===== config.mk =====
export PLATFORM = sky130hd
export DESIGN_NAME = ffca_ctrl
export DESIGN_NICKNAME = d
export VERILOG_FILES = /design/src/hdl/ffca_pkg.sv /design/src/hdl/ffca_ctrl.sv
export SDC_FILE = /design/constraint.sdc
export NUM_CORES = 1
export LEC_CHECK = 0
export BUFFER_PORTS_ARGS = -buffer_cell sky130_fd_sc_hd__buf_2
export CORE_AREA = 2 2 39 41
export DETAILED_ROUTE_END_ITERATION = 16
export DIE_AREA = 0 0 41 43
export GPL_TIMING_DRIVEN = 0
export PLACE_DENSITY = 0.63
export SLEW_MARGIN = 20
export SYNTH_ARGS = -nofsm -noshare
export SYNTH_HDL_FRONTEND = slang
export SYNTH_SLANG_ARGS = --single-unit

===== constraint.sdc =====
create_clock -name i_clk -period 1.5 [get_ports i_clk]
set_input_delay 0.15 -clock i_clk [delete_from_list [all_inputs] [get_ports i_clk]]
set_output_delay 0.15 -clock i_clk [all_outputs]
set_load 0.01 [all_outputs]

===== src/hdl/ffca_pkg.sv =====
// ----------------------------------------------------------------------------
// ffca_pkg
// Shared types and constants for the first-fit coalescing allocator.
// ----------------------------------------------------------------------------
package ffca_pkg;

    localparam int unsigned POOL_GRANULES_DEF = 1024;
    localparam int unsigned GRANULE_BYTES_DEF = 32;
    localparam int unsigned CTRL_AREA_BYTES   = 256;
    localparam int unsigned ADDR_W            = 26;
    localparam int unsigned SIZE_W            = 16;
    localparam int unsigned CFG_W             = 26;
    localparam int unsigned POOL_CFG_W        = 11;
    localparam int unsigned POOL_RESET        = 1024;

    localparam logic [1:0] ST_OK      = 2'd0;
    localparam logic [1:0] ST_NULL    = 2'd1;
    localparam logic [1:0] ST_NOSPACE = 2'd2;
    localparam logic [1:0] ST_NOTALLOC = 2'd3;

    localparam logic [0:0] REG_POOL = 1'b0;
    localparam logic [0:0] REG_BASE = 1'b1;

    localparam logic [0:0] ACT_ALLOC = 1'b0;

    typedef enum logic [1:0] {
        K_NONE = 2'd0,
        K_FREE = 2'd1,
        K_USED = 2'd2
    } t_kind;

    typedef enum logic [3:0] {
        S_CLEAR,
        S_IDLE,
        S_DECODE,
        S_WALK_RD,
        S_WALK_EV,
        S_ALLOC_WR,
        S_FREE_RDN,
        S_FREE_EVN,
        S_FREE_RDP,
        S_FREE_EVP,
        S_OUT
    } t_state;

    // Request, result and register write payloads.
    typedef struct packed {
        logic              action;
        logic [SIZE_W-1:0] size_bytes;
        logic [ADDR_W-1:0] free_addr;
    } t_req;

    typedef struct packed {
        logic [1:0]        status;
        logic [ADDR_W-1:0] addr;
    } t_rsp;

    typedef struct packed {
        logic [0:0]       index;
        logic [CFG_W-1:0] value;
    } t_cfg;

    // Commands from the controller to the datapath.
    typedef struct packed {
        logic clear_start;
        logic clear_step;
        logic load;
        logic walk_start;
        logic rd_cur;
        logic eval_walk;
        logic alloc_write;
        logic rd_next;
        logic eval_next;
        logic rd_prev;
        logic eval_prev;
        logic out_load;
    } t_cmd;

    // Status from the datapath to the controller.
    typedef struct packed {
        logic clear_done;
        logic is_alloc;
        logic early_done;
        logic walk_done;
    } t_stat;

endpackage


===== src/hdl/ffca_ctrl.sv =====
// ----------------------------------------------------------------------------
// ffca_ctrl
// Sequencer for clearing, the header walk, the split and the merges.
// ----------------------------------------------------------------------------
module ffca_ctrl (
    input  logic            i_clk,
    input  logic            i_rst_n,
    input  logic            i_in_valid,
    input  logic            i_out_busy,
    input  logic            i_rebuild,
    input  ffca_pkg::t_stat i_stat,
    output ffca_pkg::t_cmd  o_cmd,
    output logic            o_in_ready,
    output ffca_pkg::t_state o_state
);
    ffca_pkg::t_state r_state, n_state;

    always_ff @(posedge i_clk) begin
        if (!i_rst_n) begin
            r_state <= ffca_pkg::S_CLEAR;
        end else if (i_rebuild) begin
            r_state <= ffca_pkg::S_CLEAR;
        end else begin
            r_state <= n_state;
        end
    end

    always_comb begin
        n_state    = r_state;
        o_cmd      = '0;
        o_in_ready = 1'b0;
        case (r_state)
            ffca_pkg::S_CLEAR: begin
                o_cmd.clear_step = 1'b1;
                if (i_stat.clear_done) begin
                    n_state = ffca_pkg::S_IDLE;
                end
            end
            ffca_pkg::S_IDLE: begin
                o_in_ready = !i_out_busy;
                if (i_in_valid && !i_out_busy) begin
                    o_cmd.load = 1'b1;
                    n_state    = ffca_pkg::S_DECODE;
                end
            end
            ffca_pkg::S_DECODE: begin
                if (i_stat.early_done) begin
                    n_state = ffca_pkg::S_OUT;
                end else begin
                    o_cmd.walk_start = 1'b1;
                    n_state          = ffca_pkg::S_WALK_RD;
                end
            end
            ffca_pkg::S_WALK_RD: begin
                if (i_stat.walk_done) begin
                    if (i_stat.is_alloc) begin
                        n_state = ffca_pkg::S_ALLOC_WR;
                    end else if (i_stat.early_done) begin
                        // A rejected free leaves the store untouched.
                        n_state = ffca_pkg::S_OUT;
                    end else begin
                        o_cmd.rd_next = 1'b1;
                        n_state       = ffca_pkg::S_FREE_EVN;
                    end
                end else begin
                    o_cmd.rd_cur = 1'b1;
                    n_state      = ffca_pkg::S_WALK_EV;
                end
            end
            ffca_pkg::S_WALK_EV: begin
                o_cmd.eval_walk = 1'b1;
                n_state         = ffca_pkg::S_WALK_RD;
            end
            ffca_pkg::S_ALLOC_WR: begin
                o_cmd.alloc_write = 1'b1;
                n_state           = ffca_pkg::S_OUT;
            end
            ffca_pkg::S_FREE_EVN: begin
                o_cmd.eval_next = 1'b1;
                n_state         = ffca_pkg::S_FREE_RDP;
            end
            ffca_pkg::S_FREE_RDP: begin
                o_cmd.rd_prev = 1'b1;
                n_state       = ffca_pkg::S_FREE_EVP;
            end
            ffca_pkg::S_FREE_EVP: begin
                o_cmd.eval_prev = 1'b1;
                n_state         = ffca_pkg::S_OUT;
            end
            ffca_pkg::S_OUT: begin
                o_cmd.out_load = 1'b1;
                n_state        = ffca_pkg::S_IDLE;
            end
            default: begin
                n_state = ffca_pkg::S_CLEAR;
            end
        endcase
        if (i_rebuild) begin
            o_cmd.clear_start = 1'b1;
        end
    end

    assign o_state = r_state;

endmodule


==> After elaboration in Yosys (flattened, before gate mapping) <==
Index checks and enable logic that the tools add are counted.
W data, S select, Z words.
{ "classes": {"n_eq_ne": 11, "n_mux": 25, "n_bitwise": 1, "reduce_logical": 6} }
{ "ops": {"columns": ["cell", "n"], "rows": [
  ["$pmux W4 S9", 1],
  ["$mux W4", 6],
  ["$mux W1", 18],
  ["$eq A4 B3 Y1 const B", 3],
  ["$eq A4 B4 Y1 const B", 3],
  ["$eq A4 B2 Y1 const B", 2],
  ["$eq A4 B1 Y1 const B", 1],
  ["$logic_not A4 Y1", 1],
  ["$ne A2 B2 Y1 const B", 2],
  ["$reduce_or A2 Y1", 2],
  ["$reduce_and A2 Y1", 1],
  ["$logic_and A1 B1 Y1", 1],
  ["$logic_not A1 Y1", 1],
  ["$not A1 Y1", 1]
]} }
{ "word_totals": {"reg_bits": 4, "input_bits": 9} }

==> Longest topological paths before layout <==
Gate-level depths: netlist of run 1.
{ "logic_depth": {"word_depth": 4, "ltp_mapped": 5} }

==> Worst setup path after synthesis of run 1 <==
OpenSTA, ideal clock, no wires.
{ "synth_path": {"kind": "register -> output", "from": "reg r_state[0] (netlist: o_state[0])", "to": "out o_cmd[8] in the netlist's numbering", "arrival_time_ns": 1.075, "required_time_ns": 1.350, "slack_ns": 0.275, "path_stages_with_launch": 4, "cell_sequence": "dfxtp_1 > buf_6 > or2b_1 > nor4_1"} }
{ "synth_lines": {"columns": ["item", "line", "rtl"], "rows": [
  ["start: declaration", "ffca_ctrl.sv:16", "ffca_pkg::t_state r_state, n_state;"],
  ["start signal: assignment", "ffca_ctrl.sv:20", "r_state <= ffca_pkg::S_CLEAR;"],
  ["start signal: assignment", "ffca_ctrl.sv:22", "r_state <= ffca_pkg::S_CLEAR;"],
  ["start signal: assignment", "ffca_ctrl.sv:24", "r_state <= n_state;"],
  ["end: declaration", "ffca_ctrl.sv:12", "output ffca_pkg::t_cmd o_cmd,"]
]} }

==> out/qor.csv, run 1 <==
metric,value,unit
first-pass GRT wire length,1.918,mm
die area,0.001763,mm^2
Syn-to-layout area delta,48.33,%
pin count of the biggest net entering global routing,11,
DRT iter0 DRCs,5,
Synth Area in Simple Gates,43.47,%
Initial DRT Pass Iterations,4,
syn_nets,67,
met1 Usage GRT,19.87,%
Top Family by Delay on Critical Path,simple AND/OR/NAND/NOR gates,
skew final,0.003830,ns
initial antenna violation count,0,
clock latency on the worst-skew pair,0.23,ns
Flop pwr share,33.3,%
DIE WIDTH,41,um
Area contributors post-synth,"dfxtp_1, nand2b_1, buf_6",
maximum clock frequency,0.7022,GHz
number of buffers inserted by hold repair at cts,0,
reg2reg start,o_state[0],
Crit Path Class,reg2out,
R2R Setup Slk,0.22,ns
std cell rows,14,
"Distinct cells, synth",30,
routed len/inst,11.26,um
number of vias per cell,5.087,
drt drc,0,
global route overflow,0,
main combinational cell family by area after synthesis,simple AND/OR/NAND/NOR gates,
CP Buf/Inv Count,2,
FF-to-FF End,o_state[1],
CP arrival,1.27,ns
Root Driver,clkbuf_4,
combinational share of power,29.2,%
Required @ worst endpoint,1.35,ns
mux cell area share after synthesis,0,%
Worst setup SP type,flip-flop,
outcome,finished clean,
CP max stage cell,dfxtp_2,
WHS Path Cells,2,
# diodes,0,
total track usage,15.55,%
htree depth,1,
power share of the clock group,37.5,%
WHS Endpoint,o_state[2],
"area leader, netlist",dfxtp_1,
Global Route met2 Usage,24.38,%
Min-Delay Path Class,in2reg,
pwr dens,567.5,mW/mm^2
Worst path depth,4,
power after layout,346.5,uW
Sw Pwr,95.00,uW
Sink Count,4,
"Slew Viols, Final",0,
Setup crit start,o_state[0],
Tightest Pin Transition,0.2148,ns
crit path max fanout,8,
cell area after synthesis,411.6,um^2
#FFs+latches synth,4,
final period utilization,94.94,%
Peak VDD IR,0.5678,mV
hpwl dp,919.6,um
critical path's largest stage delay,0.32,ns
final hold viol count,0,
post-synthesis adder-cell area fraction,0,%
hold path start,i_stat[0],
busiest grt layer,met2,
TNS Setup,0,ns
post-route insts no fill,104,
total CTS buffers,3,
final setup margin,0.07585,ns
"Clk pin slew, worst setup/hold paths",0.04,ns
register area share after synthesis,19.45,%
Pint,251.5,uW
synthesized netlist cell count,58,
fin crit period,1.424,ns
share of cells above drive strength 1,45.45,%
Final setup viols,0,
CTS tree,done,
placed cells,99,
ANT nets after route,0,
critical-path cell list,"buf_6, or2b_1, nor4_1, buf_2",
flip-flop count of the largest register after layout,4,
Max clock buf depth,2,
Slew headroom,85.59,%
core box area,0.001384,mm^2
Reg2Reg Depth,6,
layout net count,99,
Post-Place Worst Slack,0.2336,ns
synth warn,0,
top cell type's share of synthesized area,19.45,%
leakage,0.3063,nW
Worst Setup End Kind,output pin,
RSZ-0062 raised after global routing,yes,
switching portion of total power,27.42,%
Die Y,43,um
vias,529,
complex-gate fraction of the synthesized area,23.10,%
IO Count,26,
port bufs,25,
xor/xnor share of the synthesized area,0,%
met3 Use GR,7.853,%
vias in the first global route,454,
initial core utilization,29.75,%
GP Congestion,0.7696,
syn avg cell area,7.097,um^2
Max-Cap Viols,0,
DRT Wirelength,1.171,mm
[worst max-delay path by stage]
stage	endpoint
3_3_place_gp	o_cmd[4]
5_1_grt	o_cmd[8]
2_1_floorplan	o_cmd[8]
6_report	o_cmd[8]
3_5_place_dp	o_cmd[4]
4_1_cts	o_cmd[4]
[power groups by stage]
stage	Sequential [mW]	Combinational [mW]	Clock, mW
finish	0.115	0.101	0.130
global route	0.116	0.113	0.149
CTS	0.115	0.0966	0.139
detailed placement	0.116	0.0953	0
global placement	0.116	0.0934	0
floorplan	0.118	0.0583	0
[cells in the final DEF, fill, tap and decap left out, types with 2 or more instances in the layout]
cell	instances
a21oi_1	2
buf_2	25
buf_4	4
buf_6	3
clkbuf_4	3
dfxtp_1	3
inv_1	3
nand2_1	2
nand2b_1	7
nor2_1	8
nor2b_1	2
nor3_1	3
nor4_1	2
[synthesized netlist by cell type, drive strengths merged]
cell / instances
o22a: 1
nor4: 2
nor2: 10
a31o: 1
a21oi: 2
o21bai: 1
a311oi: 1
buf: 5
o21ai: 1
nor3: 3
a211oi: 1
o22ai: 1
o211ai: 1
dfxtp: 4
nand3: 1
inv: 3
a22oi: 1
nor2b: 2
o2bb2ai: 1
nand3b: 1
and3: 1
and2: 1
or2: 1
nand2: 2
nand2b: 8
or2b: 1
a22o: 1
[per-stage QoR]
| step | cell area [um^2] | hold slack, ns | utilization, % |
|---|---|---|---|
| after CTS | 584.3 | 0.1530 | 42.22 |
| after detailed placement | 556.8 | 0.4052 | 40.24 |
| after floorplan | 411.6 | 0.2596 | - |
| after global placement | 556.8 | 0.3959 | 40.24 |
| after global routing | 610.6 | 0.1651 | 44.12 |
| final | 610.6 | 0.1609 | 44.12 |
[area by class of cell]
class,instances,area (um^2)
Sequential cell,4,81.33
Timing Repair Buffer,27,140.1
Multi-Input combinational cell,46,286.5
Clock buffer,3,22.52
Tap cell,16,20.02
Buffer,5,48.80
Inverter,3,11.26
Fill cell,145,773.2
[worst register-to-register path, delay by kind of cell, from the launching register on]
family / cells / cell delay, ns
flip-flops: 1 / 0.32
AO/OA/AOI/OAI: 2 / 0.21
AND/OR/NAND/NOR: 2 / 0.42
buffers and inverters: 2 / 0.27
[routing by layer]
metal	wire (um)	share of wire [%]
met5	0	0
met4	0	0
met3	108	9.2
met2	558	48
met1	503	43
[logic make-up after synthesis]
logic type | Yosys count
AO/OA/AOI/OAI | 13
buffers and inverters | 8
flip-flops | 4
AND/OR/NAND/NOR | 33
[repair_timing]
action	4_1_cts	5_1_grt
buffers inserted	0	2
pin swaps	0	1
gates resized for setup	1	5
cloned	0	0
setup endpoints to repair	1	3
(Power assumes the default switching activity.)
==> run 2, diff against run 1 <==
==> constraint.sdc (replaced) <==
create_clock -name i_clk -period 1.5 [get_ports i_clk]
set_input_delay 0.3 -clock i_clk [delete_from_list [all_inputs] [get_ports i_clk]]
set_output_delay 0.3 -clock i_clk [all_outputs]
set_load 0.01 [all_outputs]
==> run 2 against run 1 <==
Effect of this change:
- the flow now finishes with violations (negative setup slack)
- final cell count is 5.8% higher
- routed wire length is 13% higher
- non-clock buffer count is 6 higher
- maximum frequency is 8.0% lower
- critical endpoint is now o_cmd[0]
- largest power group unchanged
- highest routed layer unchanged
==> out/qor.csv, run 2 (same netlist as run 1, synthesis figures left out) <==
metric,value,unit,change
Max-Cap Viols,0,,unchanged
number of vias per cell,5.036,,-0.99%
crit path max fanout,3,,-5
maximum clock frequency,0.6462,GHz,-8.0%
CTS tree,done,,
outcome,"complete, but fails checks",,
Register Area,85.08,um^2,+4.6%
clock latency on the worst-skew pair,0.23,ns,about the same
DIE WIDTH,41,um,unchanged
initial antenna violation count,0,,unchanged
final hold viol count,0,,unchanged
Initial DRT Pass Iterations,4,,unchanged
share of cells above drive strength 1,56.38,%,+11 points
failing checks,negative setup slack,,
CP arrival,1.25,ns,-0.02 ns
first-pass GRT wire length,2.063,mm,+7.6%
FILL cells,140,,-3.4%
core box area,0.001384,mm^2,unchanged
final setup margin,-0.04740,ns,-0.1232 ns
Die Y,43,um,unchanged
std cell rows,14,,unchanged
leakage,0.3510,nW,+15%
global route overflow,0,,unchanged
"Clk pin slew, worst setup/hold paths",0.04,ns,about the same
hold path start,i_stat[0],,
ANT nets after route,0,,unchanged
Max clock buf depth,2,,unchanged
Min-Delay Path Class,in2reg,,
GP Congestion,0.7696,,unchanged
flip-flop count of the largest register after layout,4,,unchanged
pin count of the biggest net entering global routing,11,,unchanged
DRT iter0 DRCs,12,,+7
die area,0.001763,mm^2,unchanged
reg2reg start,o_state[0],,
RSZ-0062 raised after global routing,yes,,
Required @ worst endpoint,1.20,ns,-0.15 ns
CP Buf/Inv Count,3,,+1
total CTS buffers,3,,unchanged
Top Family by Delay on Critical Path,buffers and inverters,,
critical-path cell list,"buf_6, or2b_1, buf_4, nor2_1, buf_2",,
Root Driver,clkbuf_4,,
vias,554,,+4.7%
Syn-to-layout area delta,69.60,%,
Multi-input gate area,321.6,um^2,+12%
critical path's largest stage delay,0.31,ns,about the same
Final setup viols,3,,+3
Worst Setup End Kind,output pin,,
Min Hold Slack,0.3012,ns,+0.1403 ns
htree depth,1,,unchanged
"Slew Viols, Final",0,,unchanged
drt drc,0,,unchanged
IO Count,26,,unchanged
vias in the first global route,488,,+7.5%
"most common cell after layout, fill and taps aside",buf_2,,
total track usage,16.75,%,+1.2 points
CP max stage cell,dfxtp_2,,
final period utilization,103.2,%,+8.2 points
Peak VDD IR,0.5679,mV,about the same
skew final,0.004115,ns,+0.0002849 ns
routed len/inst,12.08,um,+7.3%
pwr dens,523.9,mW/mm^2,-7.7%
layout net count,105,,+6.1%
hpwl dp,919.6,um,unchanged
Crit Path Class,reg2out,,
Slew headroom,85.88,%,+0.28 points
TNS Setup,-0.09266,ns,-0.09266 ns
fin crit period,1.547,ns,+0.1232 ns
# diodes,0,,unchanged
Tightest Pin Transition,0.2104,ns,-0.004344 ns
initial core utilization,29.75,%,unchanged
Sink Count,4,,unchanged
Worst setup SP type,flip-flop,,
Setup crit start,o_state[0],,
power after layout,365.8,uW,+5.6%
most frequent cells in the layout,"buf_2, buf_4, nor2_1",,
port bufs,25,,unchanged
DRT Wirelength,1.329,mm,+13%
run 2: cell type report:
cell class,instances,share of cell area [%]
multi-input cells,46,46.06
repair buffers,33,26.52
flip-flops and latches,4,12.19
plain buffers,5,7.527
clock buffers,3,3.226
well taps,16,2.867
inverters,3,1.613
run 2: worst paths after layout:
| path | end | slack, ns | depth (start not counted) |
|---|---|---|---|
| max reg2reg | o_state[1] | 0.24 | 7 |
| min reg2reg | o_state[2] | 0.61 | 3 |
| max | o_cmd[0] | -0.05 | 5 |
| min | o_state[2] | 0.30 | 2 |
run 2: metrics by stage:
stage	worst slack [ns]	cells	cell area, um^2	utilization, %
after global routing	-0.1049	110	698.2	50.45
final	-0.04740	110	698.2	50.45
after floorplan	0.1247	58	411.6	-
after CTS	-0.08594	107	651.9	47.11
after detailed placement	0.08360	99	556.8	40.24
after global placement	0.1052	99	556.8	40.24
run 2: layer usage:
layer	track usage [%]	vias up	part of all wire, %
met5	0	-	0
met4	0	0	0
met3	7.853	0	8.1
li1	-	273	-
met1	21.79	255	42
met2	26.25	26	50
run 2: worst register-to-register path, delay by kind of cell, from the launching register on:
kind / cells / cell delay, ns
buffers and inverters: 4 / 0.47
AO/OA/AOI/OAI: 2 / 0.23
AND/OR/NAND/NOR: 1 / 0.15
flip-flops: 1 / 0.31
run 2: what timing repair did:
action | in CTS | in global routing
setup buffers | 5 | 3
hold buffers | 0 | 0
pin swaps | 4 | 4
setup endpoints to repair | 7 | 12
gates resized for setup | 8 | 8
run 2: where the power goes:
group / internal [mW] / total (mW) / switching (mW) / leakage [nW]
sequential: 0.112 / 0.115 / 0.00326 / 0.0343
combinational: 0.0619 / 0.121 / 0.0593 / 0.303
clock: 0.0892 / 0.130 / 0.0404 / 0.0138
total: 0.263 / 0.366 / 0.103 / 0.351
==> run 3, diff against run 2 <==
- clock period: 1.5 -> 1.9 ns (I/O delays scaled with it)
==> run 3 against run 2 <==
Effect of this change:
- the flow now finishes without violations
- non-clock buffer count down 8
- register-to-register slack better by 0.43 ns
- global-route usage down 1.2 points
- critical path depth unchanged
- clock power down 22%
- sequential power down 21%
- power down 27%
- highest routed layer unchanged
- die area unchanged
- largest power group unchanged
==> out/qor.csv, run 3 (same netlist as run 1, synthesis figures left out) <==
metric,value,unit,change
outcome,finished clean,,
Worst Setup End Kind,output pin,,
Sw Pwr,73.46,uW,-29%
Final setup viols,0,,-3
number of buffers inserted by hold repair at cts,0,,unchanged
core box area,0.001384,mm^2,unchanged
combinational share of power,28.0,%,-5.1 points
port bufs,25,,unchanged
Register Area,80.08,um^2,-5.9%
IO Count,26,,unchanged
fin crit period,1.775,ns,
most frequent cells in the layout,"buf_2, nand2b_1, nor2_1",,
GP Congestion,0.7696,,unchanged
Pint,194.3,uW,-26%
DRT iter0 DRCs,7,,-5
leakage,0.2941,nW,-16%
critical path's largest stage delay,0.30,ns,about the same
vias,512,,-7.6%
FF-to-FF End,o_state[0],,
Initial DRT Pass Iterations,4,,unchanged
final period utilization,93.44,%,
hold path start,i_stat[0],,
power after layout,267.7,uW,-27%
ANT nets after route,0,,unchanged
layout net count,97,,-7.6%
"Slew Viols, Final",0,,unchanged
Syn-to-layout area delta,40.73,%,
first-pass GRT wire length,1.918,mm,-7.0%
pwr dens,462.2,mW/mm^2,-12%
drt drc,0,,unchanged
total CTS buffers,3,,unchanged
Sink Count,4,,unchanged
Multi-input gate area,274.0,um^2,-15%
skew final,0.003792,ns,-0.0003227 ns
Max-Cap Viols,0,,unchanged
DIE WIDTH,41,um,unchanged
Min-Delay Path Class,in2reg,,
Worst path depth,5,,unchanged
share of cells above drive strength 1,40.70,%,-16 points
FILL cells,146,,+4.3%
hpwl dp,919.6,um,unchanged
switching portion of total power,27.44,%,-0.71 points
Peak VDD IR,0.4475,mV,-21%
Worst setup SP type,flip-flop,,
flip-flop count of the largest register after layout,4,,unchanged
Root Driver,clkbuf_4,,
# diodes,0,,unchanged
final hold viol count,0,,unchanged
CP arrival,1.40,ns,+0.15 ns
critical-path cell list,"buf_6, nor2_2, nand3_1, nor3_1, buf_2",,
# resized after CTS,0,,-8
Top Family by Delay on Critical Path,simple AND/OR/NAND/NOR gates,,
Reg2Reg Depth,5,,-2
Die Y,43,um,unchanged
power share of the clock group,38.2,%,+2.8 points
"most common cell after layout, fill and taps aside",buf_2,,
DRT Wirelength,1.139,mm,-14%
total track usage,15.55,%,-1.2 points
number of vias per cell,5.020,,-0.33%
routed len/inst,11.17,um,-7.6%
Slew headroom,85.17,%,-0.71 points
CTS tree,done,,
Max clock buf depth,2,,unchanged
die area,0.001763,mm^2,unchanged
initial antenna violation count,0,,unchanged
htree depth,1,,unchanged
Crit Path Class,reg2out,,
Flop pwr share,33.8,%,+2.4 points
"Clk pin slew, worst setup/hold paths",0.03,ns,about the same
TNS Setup,0,ns,+0.09266 ns
Post-CTS Setup Bufs,0,,-5
std cell rows,14,,unchanged
CP max stage cell,dfxtp_1,,
clock latency on the worst-skew pair,0.23,ns,about the same
Setup crit start,o_state[3],,
Required @ worst endpoint,1.52,ns,+0.32 ns
vias in the first global route,454,,-7.0%
reg2reg start,o_state[3],,
RSZ-0062 raised after global routing,no,,
initial core utilization,29.75,%,unchanged
pin count of the biggest net entering global routing,11,,unchanged
CP Buf/Inv Count,2,,-1
R2R Setup Slk,0.67,ns,+0.43 ns
crit path max fanout,10,,+7
global route overflow,0,,unchanged
Tightest Pin Transition,0.2211,ns,+0.01070 ns
Critical Path End,o_cmd[4],,
maximum clock frequency,0.5633,GHz,
-- run 3: changes by cell type in the layout (fill, tap and decap cells not counted), sizes merged --
cell / before / now
buf: 38 / 30
-- run 3: how the worst min path moves through the flow --
stage / slack (ns) / cells past startpoint / endpoint
3_5_place_dp: 0.64 / 2 / o_state[2]
6_report: 0.39 / 2 / o_state[2]
4_1_cts: 0.39 / 2 / o_state[2]
5_1_grt: 0.40 / 2 / o_state[2]
2_1_floorplan: 0.49 / 1 / o_state[2]
3_3_place_gp: 0.63 / 2 / o_state[2]
-- run 3: through the flow --
| step | worst slack (ns) | instances | cell area, um^2 | util, % | hold slack, ns |
|---|---|---|---|---|---|
| global placement | 0.4252 | 99 | 556.8 | 40.24 | 0.6259 |
| finish | 0.1247 | 102 | 579.3 | 41.86 | 0.3946 |
| floorplan | 0.4447 | 58 | 411.6 | - | 0.4896 |
| CTS | 0.1384 | 102 | 579.3 | 41.86 | 0.3863 |
| global route | 0.03628 | 102 | 579.3 | 41.86 | 0.3995 |
| detailed placement | 0.4036 | 99 | 556.8 | 40.24 | 0.6352 |
-- run 3: worst register-to-register path, delay by kind of cell (launching register included) --
| kind | cells | cell delay, ns |
|---|---|---|
| AND/OR/NAND/NOR | 2 | 0.36 |
| AO/OA/AOI/OAI | 2 | 0.38 |
| buffers and inverters | 1 | 0.13 |
| flip-flops | 1 | 0.30 |
-- run 3: area by class of cell --
type / instances / share of cell area (%)
clock buffer: 3 / 3.888
sequential: 4 / 13.82
multi-input combinational: 46 / 47.30
buffer: 5 / 7.991
tap: 16 / 3.456
timing repair buffer: 25 / 21.60
inverter: 3 / 1.944
-- run 3: per-layer routing --
metal / routed length [um] / part of all wire (%) / track usage, %
met1: 490 / 43 / 19.87
met2: 539 / 47 / 24.38
met3: 109 / 9.6 / 7.853
met4: 0 / 0 / 0
met5: 0 / 0 / 0
-- run 3: power by group through the flow --
stage          logic [mW]  clock network [mW]  registers, mW
5_1_grt            0.0843               0.118         0.0907
3_3_place_gp       0.0737                   0         0.0918
6_report           0.0750               0.102         0.0906
3_5_place_dp       0.0752                   0         0.0918
2_1_floorplan      0.0460                   0         0.0929
4_1_cts            0.0757               0.109         0.0905
